**config.mk**
```make
export PLATFORM = sky130hd
export DESIGN_NAME = crc32c_frame_decoder_top
export DESIGN_NICKNAME = d
export VERILOG_FILES = /design/src/hw/rtl/c32fd_pkg.sv /design/src/hw/rtl/c32fd_core.sv /design/src/hw/rtl/crc32c_frame_decoder_top.sv
export SDC_FILE = /design/constraint.sdc
export NUM_CORES = 1
export LEC_CHECK = 0
export ABC_AREA = 1
export BUFFER_PORTS_ARGS = -buffer_cell sky130_fd_sc_hd__buf_2
export CAP_MARGIN = 10
export CORE_UTILIZATION = 45
export CTS_BUF_LIST = sky130_fd_sc_hd__clkbuf_16
export CTS_CLUSTER_DIAMETER = 120
export DETAILED_ROUTE_END_ITERATION = 10
export GPL_TIMING_DRIVEN = 0
export RECOVER_POWER = 25
export SYNTH_ARGS = -nofsm -noshare
export SYNTH_HDL_FRONTEND = slang
export SYNTH_SLANG_ARGS = --single-unit
```
**constraint.sdc**
```tcl
create_clock -name clk -period 5.1 [get_ports clk]
set_input_delay 1.02 -clock clk [delete_from_list [all_inputs] [get_ports clk]]
set_output_delay 1.02 -clock clk [all_outputs]
set_load 0.1 [all_outputs]
```
**src/hw/rtl/c32fd_pkg.sv**
```systemverilog
// Shared types, constants and the CRC-32C byte update for the frame decoder.
package c32fd_pkg;

  localparam logic [31:0] CRC32C_POLY       = 32'h82F6_3B78;
  localparam logic [31:0] CRC_INIT          = 32'hFFFF_FFFF;
  localparam logic [31:0] HEADER_BYTES      = 32'd8;
  localparam logic [31:0] BODY_START        = 32'd24;
  localparam logic [31:0] FULL_PAYLOAD      = 32'd16;
  localparam logic [31:0] MIN_VERSION_LEN   = 32'd4;
  localparam logic [31:0] EXP_VERSION_RESET = 32'd1;
  localparam logic [31:0] MAX_LEN_RESET     = 32'd16777216;

  // Configuration register indexes
  localparam logic REG_EXPECTED_VERSION = 1'b0;
  localparam logic REG_MAX_PAYLOAD_LEN  = 1'b1;

  typedef enum logic [2:0] {
    VERDICT_OK            = 3'd0,
    VERDICT_SHORT_HEADER  = 3'd1,
    VERDICT_TOO_LONG      = 3'd2,
    VERDICT_LEN_MISMATCH  = 3'd3,
    VERDICT_CRC_BAD       = 3'd4,
    VERDICT_SHORT_PAYLOAD = 3'd5,
    VERDICT_BAD_VERSION   = 3'd6
  } verdict_t;

  typedef struct packed {
    logic        has_result;
    logic [7:0]  body_byte;
    logic        body_valid;
    logic        is_last;
    verdict_t    verdict;
    logic [31:0] frame_kind;
    logic [63:0] request_tag;
  } result_t;

  // Reflected CRC-32C update over one byte, one bit per step.
  function automatic logic [31:0] crc32c_byte(input logic [31:0] crc_in,
                                              input logic [7:0]  data);
    logic [31:0] crc;
    crc = crc_in ^ {24'h0, data};
    for (int i = 0; i < 8; i++) begin
      crc = crc[0] ? ((crc >> 1) ^ CRC32C_POLY) : (crc >> 1);
    end
    return crc;
  endfunction

endpackage

```
**src/hw/rtl/c32fd_core.sv**
```systemverilog
// Frame state, field capture, running CRC and verdict logic for one byte.
module c32fd_core (
  input  logic                clk,
  input  logic                rst_n,
  input  logic                step,
  input  logic [7:0]          data_byte,
  input  logic                end_of_frame,
  input  logic [31:0]         expected_version,
  input  logic [31:0]         max_payload_len,
  output c32fd_pkg::result_t  result
);
  import c32fd_pkg::*;

  logic [31:0] byte_count_r,   byte_count_nxt;
  logic [31:0] declared_len_r, declared_len_nxt;
  logic [31:0] carried_crc_r,  carried_crc_nxt;
  logic [31:0] running_crc_r,  running_crc_nxt;
  logic [31:0] version_word_r, version_word_nxt;
  logic [31:0] kind_word_r,    kind_word_nxt;
  logic [63:0] request_word_r, request_word_nxt;

  logic [31:0] ins32;
  logic [63:0] ins64;
  logic        is_body;
  logic [32:0] len_sum;
  verdict_t    verdict;

  always_comb begin
    ins32   = {24'h0, data_byte} << {byte_count_r[1:0], 3'b000};
    ins64   = {56'h0, data_byte} << {byte_count_r[2:0], 3'b000};
    is_body = byte_count_r >= BODY_START;

    declared_len_nxt = declared_len_r;
    carried_crc_nxt  = carried_crc_r;
    version_word_nxt = version_word_r;
    kind_word_nxt    = kind_word_r;
    request_word_nxt = request_word_r;
    if (byte_count_r < 32'd4) begin
      declared_len_nxt = declared_len_r | ins32;
    end else if (byte_count_r < HEADER_BYTES) begin
      carried_crc_nxt = carried_crc_r | ins32;
    end else if (byte_count_r < 32'd12) begin
      version_word_nxt = version_word_r | ins32;
    end else if (byte_count_r < FULL_PAYLOAD) begin
      kind_word_nxt = kind_word_r | ins32;
    end else if (!is_body) begin
      request_word_nxt = request_word_r | ins64;
    end

    running_crc_nxt = (byte_count_r >= HEADER_BYTES) ?
                      crc32c_byte(running_crc_r, data_byte) : running_crc_r;
    // Saturate the count at all ones
    byte_count_nxt  = (&byte_count_r) ? byte_count_r : byte_count_r + 32'd1;

    len_sum = {1'b0, declared_len_nxt} + {1'b0, HEADER_BYTES};
    if (byte_count_nxt < HEADER_BYTES) begin
      verdict = VERDICT_SHORT_HEADER;
    end else if (declared_len_nxt > max_payload_len) begin
      verdict = VERDICT_TOO_LONG;
    end else if (len_sum != {1'b0, byte_count_nxt}) begin
      verdict = VERDICT_LEN_MISMATCH;
    end else if (~running_crc_nxt != carried_crc_nxt) begin
      verdict = VERDICT_CRC_BAD;
    end else if (declared_len_nxt < MIN_VERSION_LEN) begin
      verdict = VERDICT_SHORT_PAYLOAD;
    end else if (version_word_nxt != expected_version) begin
      verdict = VERDICT_BAD_VERSION;
    end else if (declared_len_nxt < FULL_PAYLOAD) begin
      verdict = VERDICT_SHORT_PAYLOAD;
    end else begin
      verdict = VERDICT_OK;
    end

    result.has_result  = is_body | end_of_frame;
    result.body_byte   = is_body ? data_byte : 8'h00;
    result.body_valid  = is_body;
    result.is_last     = end_of_frame;
    result.verdict     = end_of_frame ? verdict : VERDICT_OK;
    result.frame_kind  = end_of_frame ? kind_word_nxt : 32'h0;
    result.request_tag = end_of_frame ? request_word_nxt : 64'h0;
  end

  always_ff @(posedge clk) begin
    if (!rst_n || (step && end_of_frame)) begin
      byte_count_r   <= '0;
      declared_len_r <= '0;
      carried_crc_r  <= '0;
      running_crc_r  <= CRC_INIT;
      version_word_r <= '0;
      kind_word_r    <= '0;
      request_word_r <= '0;
    end else if (step) begin
      byte_count_r   <= byte_count_nxt;
      declared_len_r <= declared_len_nxt;
      carried_crc_r  <= carried_crc_nxt;
      running_crc_r  <= running_crc_nxt;
      version_word_r <= version_word_nxt;
      kind_word_r    <= kind_word_nxt;
      request_word_r <= request_word_nxt;
    end
  end

endmodule

```
**src/hw/rtl/crc32c_frame_decoder_top.sv**
```systemverilog
// Top level of the length-prefixed CRC-32C frame decoder.
// Accepts one frame byte per beat and sustains one beat per cycle while the
// result channel is not stalled. Each byte is held in the input register;
// then the frame-state logic (field capture, a byte-wide CRC-32C update and
// the verdict compare) writes the result register, which drives the out_
// ports. While the result register is stalled, the input register holds its
// byte and in_ready drops.
// Header bytes (frame offsets 0..23) give no result unless they end the
// frame; body bytes are passed out as they arrive, before the CRC is known,
// and the final beat carries the verdict, kind and request id. Drop the body
// unless that verdict is ok. Write configuration only while no frame bytes
// are in flight.
module crc32c_frame_decoder_top (
  input  logic        clk,
  input  logic        rst_n,
  // input beats
  input  logic        in_valid,
  output logic        in_ready,
  input  logic [7:0]  in_data_byte,
  input  logic        in_end_of_frame,
  // result beats
  output logic        out_valid,
  input  logic        out_ready,
  output logic [7:0]  out_body_byte,
  output logic        out_body_valid,
  output logic        out_is_last,
  output logic [2:0]  out_verdict,
  output logic [31:0] out_frame_kind,
  output logic [63:0] out_request_tag,
  // configuration writes
  input  logic        cfg_we,
  input  logic        cfg_index,
  input  logic [31:0] cfg_wdata
);
  import c32fd_pkg::*;

  logic [31:0] expected_version_r;
  logic [31:0] max_payload_len_r;

  logic        in_valid_r;
  logic [7:0]  in_data_r;
  logic        in_eof_r;

  logic        out_valid_r;
  result_t     out_r;
  result_t     core_res;
  logic        s1_adv;

  // Advance the held byte when the result register is free or draining
  assign s1_adv   = in_valid_r && (!out_valid_r || out_ready);
  assign in_ready = !in_valid_r || s1_adv;

  // Configuration registers
  always_ff @(posedge clk) begin
    if (!rst_n) begin
      expected_version_r <= EXP_VERSION_RESET;
      max_payload_len_r  <= MAX_LEN_RESET;
    end else if (cfg_we) begin
      case (cfg_index)
        REG_EXPECTED_VERSION: expected_version_r <= cfg_wdata;
        REG_MAX_PAYLOAD_LEN:  max_payload_len_r  <= cfg_wdata;
        default: ;
      endcase
    end
  end

  // Input register: hold one byte
  always_ff @(posedge clk) begin
    if (!rst_n) begin
      in_valid_r <= 1'b0;
    end else if (in_ready) begin
      in_valid_r <= in_valid;
    end
  end

  always_ff @(posedge clk) begin
    if (in_valid && in_ready) begin
      in_data_r <= in_data_byte;
      in_eof_r  <= in_end_of_frame;
    end
  end

  c32fd_core u_core (
    .clk              (clk),
    .rst_n            (rst_n),
    .step             (s1_adv),
    .data_byte        (in_data_r),
    .end_of_frame     (in_eof_r),
    .expected_version (expected_version_r),
    .max_payload_len  (max_payload_len_r),
    .result           (core_res)
  );

  // Result register: load only bytes that produce a result, drop the rest
  always_ff @(posedge clk) begin
    if (!rst_n) begin
      out_valid_r <= 1'b0;
    end else if (s1_adv) begin
      out_valid_r <= core_res.has_result;
    end else if (out_ready) begin
      out_valid_r <= 1'b0;
    end
  end

  always_ff @(posedge clk) begin
    if (s1_adv && core_res.has_result) begin
      out_r <= core_res;
    end
  end

  assign out_valid       = out_valid_r;
  assign out_body_byte   = out_r.body_byte;
  assign out_body_valid  = out_r.body_valid;
  assign out_is_last     = out_r.is_last;
  assign out_verdict     = out_r.verdict;
  assign out_frame_kind  = out_r.frame_kind;
  assign out_request_tag = out_r.request_tag;

endmodule

```
==> impl_metrics.env, run 1 <==
export IMPL_grt_pass1_vias=21791
export IMPL_async_reset_ff_share_pct=0
export IMPL_synth_net_count=3429
export IMPL_dr_total_vias=23967
export IMPL_critical_path_peak_fanout=10
export IMPL_dieArea_sq_um=54900
export IMPL_switching_share_pct=33.5
export IMPL_fp_coreArea_sq_um=53000
export IMPL_maxSlewViolCount=0
export IMPL_synth_seq_area_share_pct=41.1
export IMPL_cts_inserted_buffers=50
export IMPL_path_clk_slew_ps=60
export IMPL_timing_hold_violations_final=0
export IMPL_combinational_family_with_the_most_area_after_synthesis="simple AND/OR/NAND/NOR gates"
export IMPL_timing_critical_path_required_ps=5410
export IMPL_drt_vias_per_instance=5.59
export IMPL_skew_ps=20.1
export IMPL_worst_path_stages=19
export IMPL_critical_path_reg2reg_endpoint="out_verdict[0]"
export IMPL_synth_xor_area_share_pct=3.34
export IMPL_post_synth_mux_area_share_pct=0
export IMPL_synthCells=3347
export IMPL_powerDensity_nw_per_um2=348
export IMPL_worst_pin_slew_ps=1290
export IMPL_grt_ovfl_total=0
export IMPL_sequentialPowerShare_pct=39.5
export IMPL_placement_setup_worst_slack_ps=676
export IMPL_final_core_utilization_pct=52.0
export IMPL_clock_tree_htree_level_count=2
export IMPL_relSlewSlack_pct=12.8
export IMPL_static_leakage_power_nw=12.0
export IMPL_timing_rr_start="u_core.byte_count_r[10]"
export IMPL_synth_cells_most_frequent="675 x sky130_fd_sc_hd__nand2_1, 580 x sky130_fd_sc_hd__inv_1, 322 x sky130_fd_sc_hd__dfxtp_1"
export IMPL_synthMostInstantiatedCell="sky130_fd_sc_hd__nand2_1"
export IMPL_cts_hold_repair_buffers=0
export IMPL_element_type_at_the_critical_path_end="register"
export IMPL_synthFlopType="sky130_fd_sc_hd__dfxtp_1"
export IMPL_synth_area_sq_um=24300
export IMPL_synth_edf_count=118
export IMPL_port_buffers=157
export IMPL_die_w_um=234
export IMPL_antenna_found_initial=4
export IMPL_synth_area_leaders="sky130_fd_sc_hd__dfxtp_1 27%, sky130_fd_sc_hd__edfxtp_1 15%, sky130_fd_sc_hd__nand2_1 10%, sky130_fd_sc_hd__inv_1 9.0%, sky130_fd_sc_hd__nor2_1 4.9%"
export IMPL_totalWireLength_mm=97.3
export IMPL_final_min_clock_period_ps=4760
export IMPL_finalWeightedCongestion=0.986
export IMPL_post_route_cells_drive_above_1_share_pct=8.09
export IMPL_final_cells=4286
export IMPL_ff2ff_setup_slack_ps=340
export IMPL_cellInternalPower_mw=6.38
export IMPL_finalCritPeriodShare_pct=93.3
export IMPL_hold_slack_ps=453
export IMPL_initial_core_util_pct=45.9
export IMPL_irDropWorstVdd_mv=0.258
export IMPL_run_status="finished, final reports clean"
export IMPL_worst_r2r_cell_count=19
export IMPL_setup_violations_final=0
export IMPL_std_cell_rows=84
export IMPL_ys_seq_elements=440
export IMPL_clock_power_share_pct=39.4
export IMPL_critical_path_startpoint="u_core.byte_count_r[10]"
export IMPL_cpPeakStageDelay_ps=770
export IMPL_post_synth_fa_ha_maj_area_fraction_pct=1.80
export IMPL_max_freq_ghz=0.210
export IMPL_grt_first_pass_wirelength_mm=140
export IMPL_crit_path_most_repeated_cell="sky130_fd_sc_hd__nand2_1"
export IMPL_worstHoldStart="u_core.kind_word_r[16]"
export IMPL_dp_cells=4193
export IMPL_drt_iter0_drc=2401
export IMPL_global_route_usage_total_pct=35.0
export IMPL_nets=3639
export IMPL_dp_hpwl_mm=77.2
export IMPL_pin_count=158
export IMPL_post_synth_cell_area_avg_sq_um=7.26
export IMPL_setup_ws_ps=340
export IMPL_post_cts_setup_buffer_count=0
export IMPL_min_delay_path_depth=2
export IMPL_synth_yosys_warnings=0
export IMPL_synth_cell_types=53
export IMPL_hold_path_end="u_core.kind_word_r[16]"
export IMPL_synth_compound_area_share_pct=17.0
export IMPL_worst_ep_arrival_time_ps=5070
export IMPL_synth_largest_area_cell="sky130_fd_sc_hd__dfxtp_1"
export IMPL_synth_simple_gate_area_share_pct=24.8
export IMPL_power_combinational_fraction_pct=21.2
export IMPL_die_height_um=234
export IMPL_routed_wire_length_per_instance_um=22.7
export IMPL_critical_path_startpoint_type="register"
export IMPL_min_delay_path_class="reg -> reg"
export IMPL_ctsRootBufferMaster="sky130_fd_sc_hd__clkbuf_16"
export IMPL_critical_path_class="reg -> reg"
export IMPL_worstPathBufferInverterCount=4
export IMPL_number_of_maximum_capacitance_constraint_violations=0
export IMPL_setup_repair_after_global_routing_missed_its_margin="false"
export IMPL_sw_power_mw=3.21
export IMPL_flow_area_growth_from_synthesis_pct=13.4
export IMPL_drt_first_pass_iters=6
export IMPL_crit_family="simple AND/OR/NAND/NOR gates"
export IMPL_drt_antenna_violating_nets=0
export IMPL_cts_resized_gates=0
export IMPL_total_inserted_antenna_cells=0
export IMPL_drt_drc_violations_left=0
export IMPL_critical_path_slowest_cell="sky130_fd_sc_hd__o21ai_0"
export IMPL_clkLatencyLatePin_ps=610
export IMPL_clock_tree_from_tritoncts="done"
export IMPL_critical_path_cell_chain="inv_1, nand2_1, nor2_1, nand2_1, nor2_1, buf_6, nand2_4, o21ai_0, ha_1, nand2_1, inv_1, nand3_1, nor3_1, inv_1, nor4_1, o21ai_0, a32o_1, nand2_1, a21oi_1"
export IMPL_area_share_of_the_leading_cell_type_in_the_synthesized_netlist_pct=26.5
export IMPL_clkSinkCount=440
export IMPL_cts_buffer_depth=3
export IMPL_grt_start_max_net_pins=68
cell usage in the layout (no fill, tap or decap), types with 7 or more instances in the layout:
master | synthesis | final
sky130_fd_sc_hd__nand2_1 | 675 | 675
sky130_fd_sc_hd__inv_1 | 580 | 589
sky130_fd_sc_hd__nor2_1 | 320 | 324
sky130_fd_sc_hd__dfxtp_1 | 322 | 322
sky130_fd_sc_hd__o21ai_0 | 201 | 201
sky130_fd_sc_hd__clkbuf_1 | 105 | 189
sky130_fd_sc_hd__nand3_1 | 187 | 187
sky130_fd_sc_hd__a21oi_1 | 158 | 158
sky130_fd_sc_hd__a211oi_1 | 137 | 137
sky130_fd_sc_hd__edfxtp_1 | 118 | 118
sky130_fd_sc_hd__buf_2 | 19 | 92
sky130_fd_sc_hd__xor2_1 | 80 | 80
sky130_fd_sc_hd__o31ai_1 | 64 | 64
sky130_fd_sc_hd__clkbuf_16 | 0 | 51
sky130_fd_sc_hd__nand4_1 | 47 | 47
sky130_fd_sc_hd__nand2_2 | 36 | 36
sky130_fd_sc_hd__ha_1 | 35 | 35
sky130_fd_sc_hd__o211a_1 | 28 | 28
sky130_fd_sc_hd__o21bai_1 | 27 | 27
sky130_fd_sc_hd__nor3_1 | 20 | 20
sky130_fd_sc_hd__inv_2 | 19 | 19
sky130_fd_sc_hd__nor2_2 | 19 | 17
sky130_fd_sc_hd__nand3b_1 | 14 | 14
sky130_fd_sc_hd__clkinv_1 | 2 | 13
sky130_fd_sc_hd__or2_2 | 12 | 12
sky130_fd_sc_hd__o21ai_1 | 11 | 11
sky130_fd_sc_hd__o211ai_1 | 11 | 11
sky130_fd_sc_hd__nor4_1 | 10 | 10
sky130_fd_sc_hd__buf_1 | 10 | 10
sky130_fd_sc_hd__xnor2_1 | 10 | 10
sky130_fd_sc_hd__nand3_2 | 9 | 9
sky130_fd_sc_hd__nor2_4 | 11 | 9
sky130_fd_sc_hd__o41ai_1 | 9 | 9
sky130_fd_sc_hd__clkinv_2 | 0 | 8
sky130_fd_sc_hd__bufinv_16 | 0 | 8
sky130_fd_sc_hd__a31oi_1 | 7 | 7
cell type report:
cell class              count  area (sq um)
multi-input cells        2161         11400
well taps                 688           861
plain buffers             144           627
clock buffers              51          1280
flip-flops and latches    440          9990
clock inverters            42           420
repair buffers            158           709
inverters                 602          2260
fillers                  5318         25400
registers in the layout, summed over array words and instances (netlist names), 3 cells and up:
name,cells
u_core.byte_count_r,32
u_core.carried_crc_r,32
u_core.request_word_r,64
out_verdict,3
max_payload_len_r,32
out_body_byte,8
u_core.running_crc_r,32
out_request_tag,64
expected_version_r,32
u_core.declared_len_r,32
in_data_r,8
out_frame_kind,32
u_core.version_word_r,32
u_core.kind_word_r,32
power by group through the flow:
stage                     logic, mW  clock network, mW  registers (mW)
after floorplan                1.09                  0            4.11
after global placement         1.96                  0            3.86
after detailed placement       1.98                  0            3.86
after CTS                      1.98               3.81            3.78
after global routing           2.18               3.94            3.79
final                          2.03               3.78            3.78
worst max-delay path by stage:
stage                                     end  slack [ps]
final                          out_verdict[0]         340
after global routing           out_verdict[0]         240
after CTS                      out_verdict[2]         680
after detailed placement       out_verdict[2]         680
after global placement    out_request_tag[25]       -1230
after floorplan              out_body_byte[0]         780
worst min-delay path, cell delays in order, from the launching register on:
cell,delay (ps)
sky130_fd_sc_hd__dfxtp_1,300
sky130_fd_sc_hd__inv_1,60
sky130_fd_sc_hd__a211oi_1,60
per-layer routing:
metal / track usage [%] / part of all wire, % / vias up
met2: 51.2 / 41 / 1131
met3: 7.06 / 10 / 185
met5: 0 / 0 / -
met1: 50.9 / 45 / 11354
met4: 11.9 / 3.4 / 0
li1: - / - / 11297
cells by family after synthesis:
family,Yosys count
adder cells (fa/ha/maj),35
AO/OA/AOI/OAI,662
AND/OR/NAND/NOR,1373
buffers and inverters,746
flip-flops,440
XOR/XNOR,91
metrics by stage:
step / setup TNS [ps] / area [sq um] / power (mW)
global route: 0 / 27500 / 9.92
detailed placement: 0 / 26000 / 5.83
finish: 0 / 27500 / 9.59
global placement: -133470 / 25900 / 5.82
CTS: 0 / 27700 / 9.57
floorplan: 0 / 24300 / 5.20
(Power assumes the default switching activity.)
==> run 2, diff against run 1 <==
--- a/config.mk
+++ b/config.mk
@@ -8,11 +8,15 @@
 export ABC_AREA = 1
 export BUFFER_PORTS_ARGS = -buffer_cell sky130_fd_sc_hd__buf_2
 export CAP_MARGIN = 10
-export CORE_UTILIZATION = 45
+export CELL_PAD_IN_SITES_DETAIL_PLACEMENT = 2
+export CELL_PAD_IN_SITES_GLOBAL_PLACEMENT = 2
+export CORE_UTILIZATION = 36
 export CTS_BUF_LIST = sky130_fd_sc_hd__clkbuf_16
 export CTS_CLUSTER_DIAMETER = 120
 export DETAILED_ROUTE_END_ITERATION = 10
 export GPL_TIMING_DRIVEN = 0
+export MAX_ROUTING_LAYER = met4
+export PLACE_DENSITY_LB_ADDON = 0.1
 export RECOVER_POWER = 25
 export SYNTH_ARGS = -nofsm -noshare
 export SYNTH_HDL_FRONTEND = slang
==> run 2 against run 1 <==
  * Non-clock buffer count did not move
  * Die area grew 25%
  * First-iteration DRC count fell by 32%
  * Final area increased by 0.55%
  * Combinational power up 3%
  * Setup slack worse by 18 ps
  * Register-to-register slack worse by 20 ps
  * Total power decreased by 0.35%
  * Final cell count up 4.1%
  * Routed wire length increased by 22%
  * Critical endpoint unchanged
  * Largest power group unchanged
==> impl_metrics.env, run 2 (synthesis gave the netlist of run 1 again) <==
export IMPL_setup_violations_final=0
export IMPL_drt_antenna_violating_nets=0
export IMPL_timing_hold_violations_final=0
export IMPL_flow_area_growth_from_synthesis_pct=14.0
export IMPL_drt_drc_violations_left=0
export IMPL_multi_input_combinational_cell_area_sq_um=11400
export IMPL_p_total_mw=9.56
export IMPL_worst_pin_slew_ps=1240
export IMPL_grt_ovfl_total=0
export IMPL_skew_ps=48.0
export IMPL_dr_total_vias=24785
export IMPL_worstHoldStart="u_core.version_word_r[11]"
export IMPL_critical_path_cell_chain="inv_1, nand2_1, nand2_1, nand2_1, nand2_2, inv_1, nand2_1, nand2_1, nand2_1, o21ai_1, inv_1, nand2_1, nand2_1, nor2_1, nand3_1, nor2_1, nand3_1, nor2_1, nand4_1, nand2_1, nand2_1, a21oi_1"
export IMPL_final_cells=4463
export IMPL_cts_hold_repair_buffers=0
export IMPL_number_of_maximum_capacitance_constraint_violations=0
export IMPL_drt_iter0_drc=1626
export IMPL_cts_resized_gates=0
export IMPL_layout_cells_most_common="sky130_fd_sc_hd__nand2_1"
export IMPL_min_delay_path_class="reg -> reg"
export IMPL_grt_start_max_net_pins=57
export IMPL_cpPeakStageDelay_ps=600
export IMPL_cts_buffer_depth=3
export IMPL_crit_path_most_repeated_cell="sky130_fd_sc_hd__nand2_1"
export IMPL_post_route_cells_drive_above_1_share_pct=8.20
export IMPL_routed_wire_length_per_instance_um=26.5
export IMPL_irDropWorstVdd_mv=0.258
export IMPL_cts_inserted_buffers=51
export IMPL_grt_pass1_vias=26754
export IMPL_final_cell_mix="675 x sky130_fd_sc_hd__nand2_1, 595 x sky130_fd_sc_hd__inv_1, 322 x sky130_fd_sc_hd__dfxtp_1"
export IMPL_clock_tree_htree_level_count=2
export IMPL_timing_rr_start="in_data_r[2]"
export IMPL_global_route_usage_total_pct=35.3
export IMPL_pin_count=158
export IMPL_critical_path_startpoint_type="register"
export IMPL_path_clk_slew_ps=60
export IMPL_critical_path_class="reg -> reg"
export IMPL_static_leakage_power_nw=12.0
export IMPL_element_type_at_the_critical_path_end="register"
export IMPL_initial_core_util_pct=36.7
export IMPL_final_min_clock_period_ps=4780
export IMPL_clkSinkCount=440
export IMPL_hold_slack_ps=463
export IMPL_critical_path_peak_fanout=9
export IMPL_finalWeightedCongestion=0.936
export IMPL_std_cell_rows=94
export IMPL_dp_cells=4369
export IMPL_fp_coreArea_sq_um=66200
export IMPL_run_status="finished, final reports clean"
export IMPL_max_freq_ghz=0.209
export IMPL_drt_vias_per_instance=5.55
export IMPL_die_w_um=262
export IMPL_dp_hpwl_mm=93.7
export IMPL_finalCritPeriodShare_pct=93.7
export IMPL_layout_area_seq_sq_um=9990
export IMPL_drt_first_pass_iters=5
export IMPL_clkLatencyLatePin_ps=650
export IMPL_clock_tree_from_tritoncts="done"
export IMPL_maxSlewViolCount=0
export IMPL_timing_critical_path_required_ps=5500
export IMPL_port_buffers=157
export IMPL_nets=3640
export IMPL_relSlewSlack_pct=17.6
export IMPL_antenna_found_initial=1
export IMPL_dieArea_sq_um=68500
export IMPL_die_height_um=262
export IMPL_totalWireLength_mm=118
export IMPL_nFillCells=7890
export IMPL_powerDensity_nw_per_um2=345
export IMPL_critical_path_startpoint="in_data_r[2]"
export IMPL_worst_ep_arrival_time_ps=5180
export IMPL_ctsRootBufferMaster="sky130_fd_sc_hd__clkbuf_16"
export IMPL_post_cts_setup_buffer_count=0
export IMPL_grt_first_pass_wirelength_mm=173
export IMPL_total_inserted_antenna_cells=0
export IMPL_critical_path_slowest_cell="sky130_fd_sc_hd__edfxtp_1"
export IMPL_setup_repair_after_global_routing_missed_its_margin="false"
## run 2: stage by stage
step           setup slack [ps]  util (%)  setup TNS [ps]  area, sq um
2_1_floorplan               783         -               0        24300
4_1_cts                     483      42.0               0        27800
3_5_place_dp                548      39.5               0        26200
6_report                    323      41.8               0        27700
3_3_place_gp              -1250      39.5         -134160        26200
5_1_grt                     101      41.8               0        27700
## run 2: layout make-up
| type | count | area share (%) |
|---|---|---|
| multi-input cells | 2161 | 41.2 |
| flip-flops and latches | 440 | 36.1 |
| inverters | 602 | 8.18 |
| clock buffers | 51 | 4.61 |
| well taps | 864 | 3.90 |
| repair buffers | 158 | 2.59 |
| plain buffers | 144 | 2.24 |
| clock inverters | 43 | 1.22 |
## run 2: final timing paths
check                                            endpoint  cells past startpoint  slack [ps]
worst min register to register  u_core.version_word_r[11]                      2         460
worst max register to register             out_verdict[0]                     22         320
worst min-delay path            u_core.version_word_r[11]                      2         460
worst max-delay path                       out_verdict[0]                     22         320
## run 2: power by group
part | switching [mW] | total [mW] | internal [mW] | leakage (nW)
Clock | 1.65 | 3.67 | 2.02 | 0.844
Combinational | 1.64 | 2.09 | 0.456 | 7.38
Sequential | 0.0910 | 3.79 | 3.70 | 3.75
## run 2: worst max-delay path, delay by kind of cell, from the launching register on
| kind | cells | cell delay (ps) |
|---|---|---|
| AO/OA/AOI/OAI | 2 | 440 |
| flip-flops | 1 | 600 |
| buffers and inverters | 3 | 460 |
| AND/OR/NAND/NOR | 17 | 3020 |
## run 2: routing by layer
| metal | routed length (um) | global-route usage (%) | share of wire, % | up-vias |
|---|---|---|---|---|
| met2 | 59400 | 61.3 | 50 | 640 |
| met5 | 0 | - | 0 | - |
| met1 | 48400 | 40.5 | 41 | 12594 |
| li1 | - | - | - | 11299 |
| met3 | 4430 | 3.26 | 3.7 | 252 |
| met4 | 6310 | 17.6 | 5.3 | 0 |
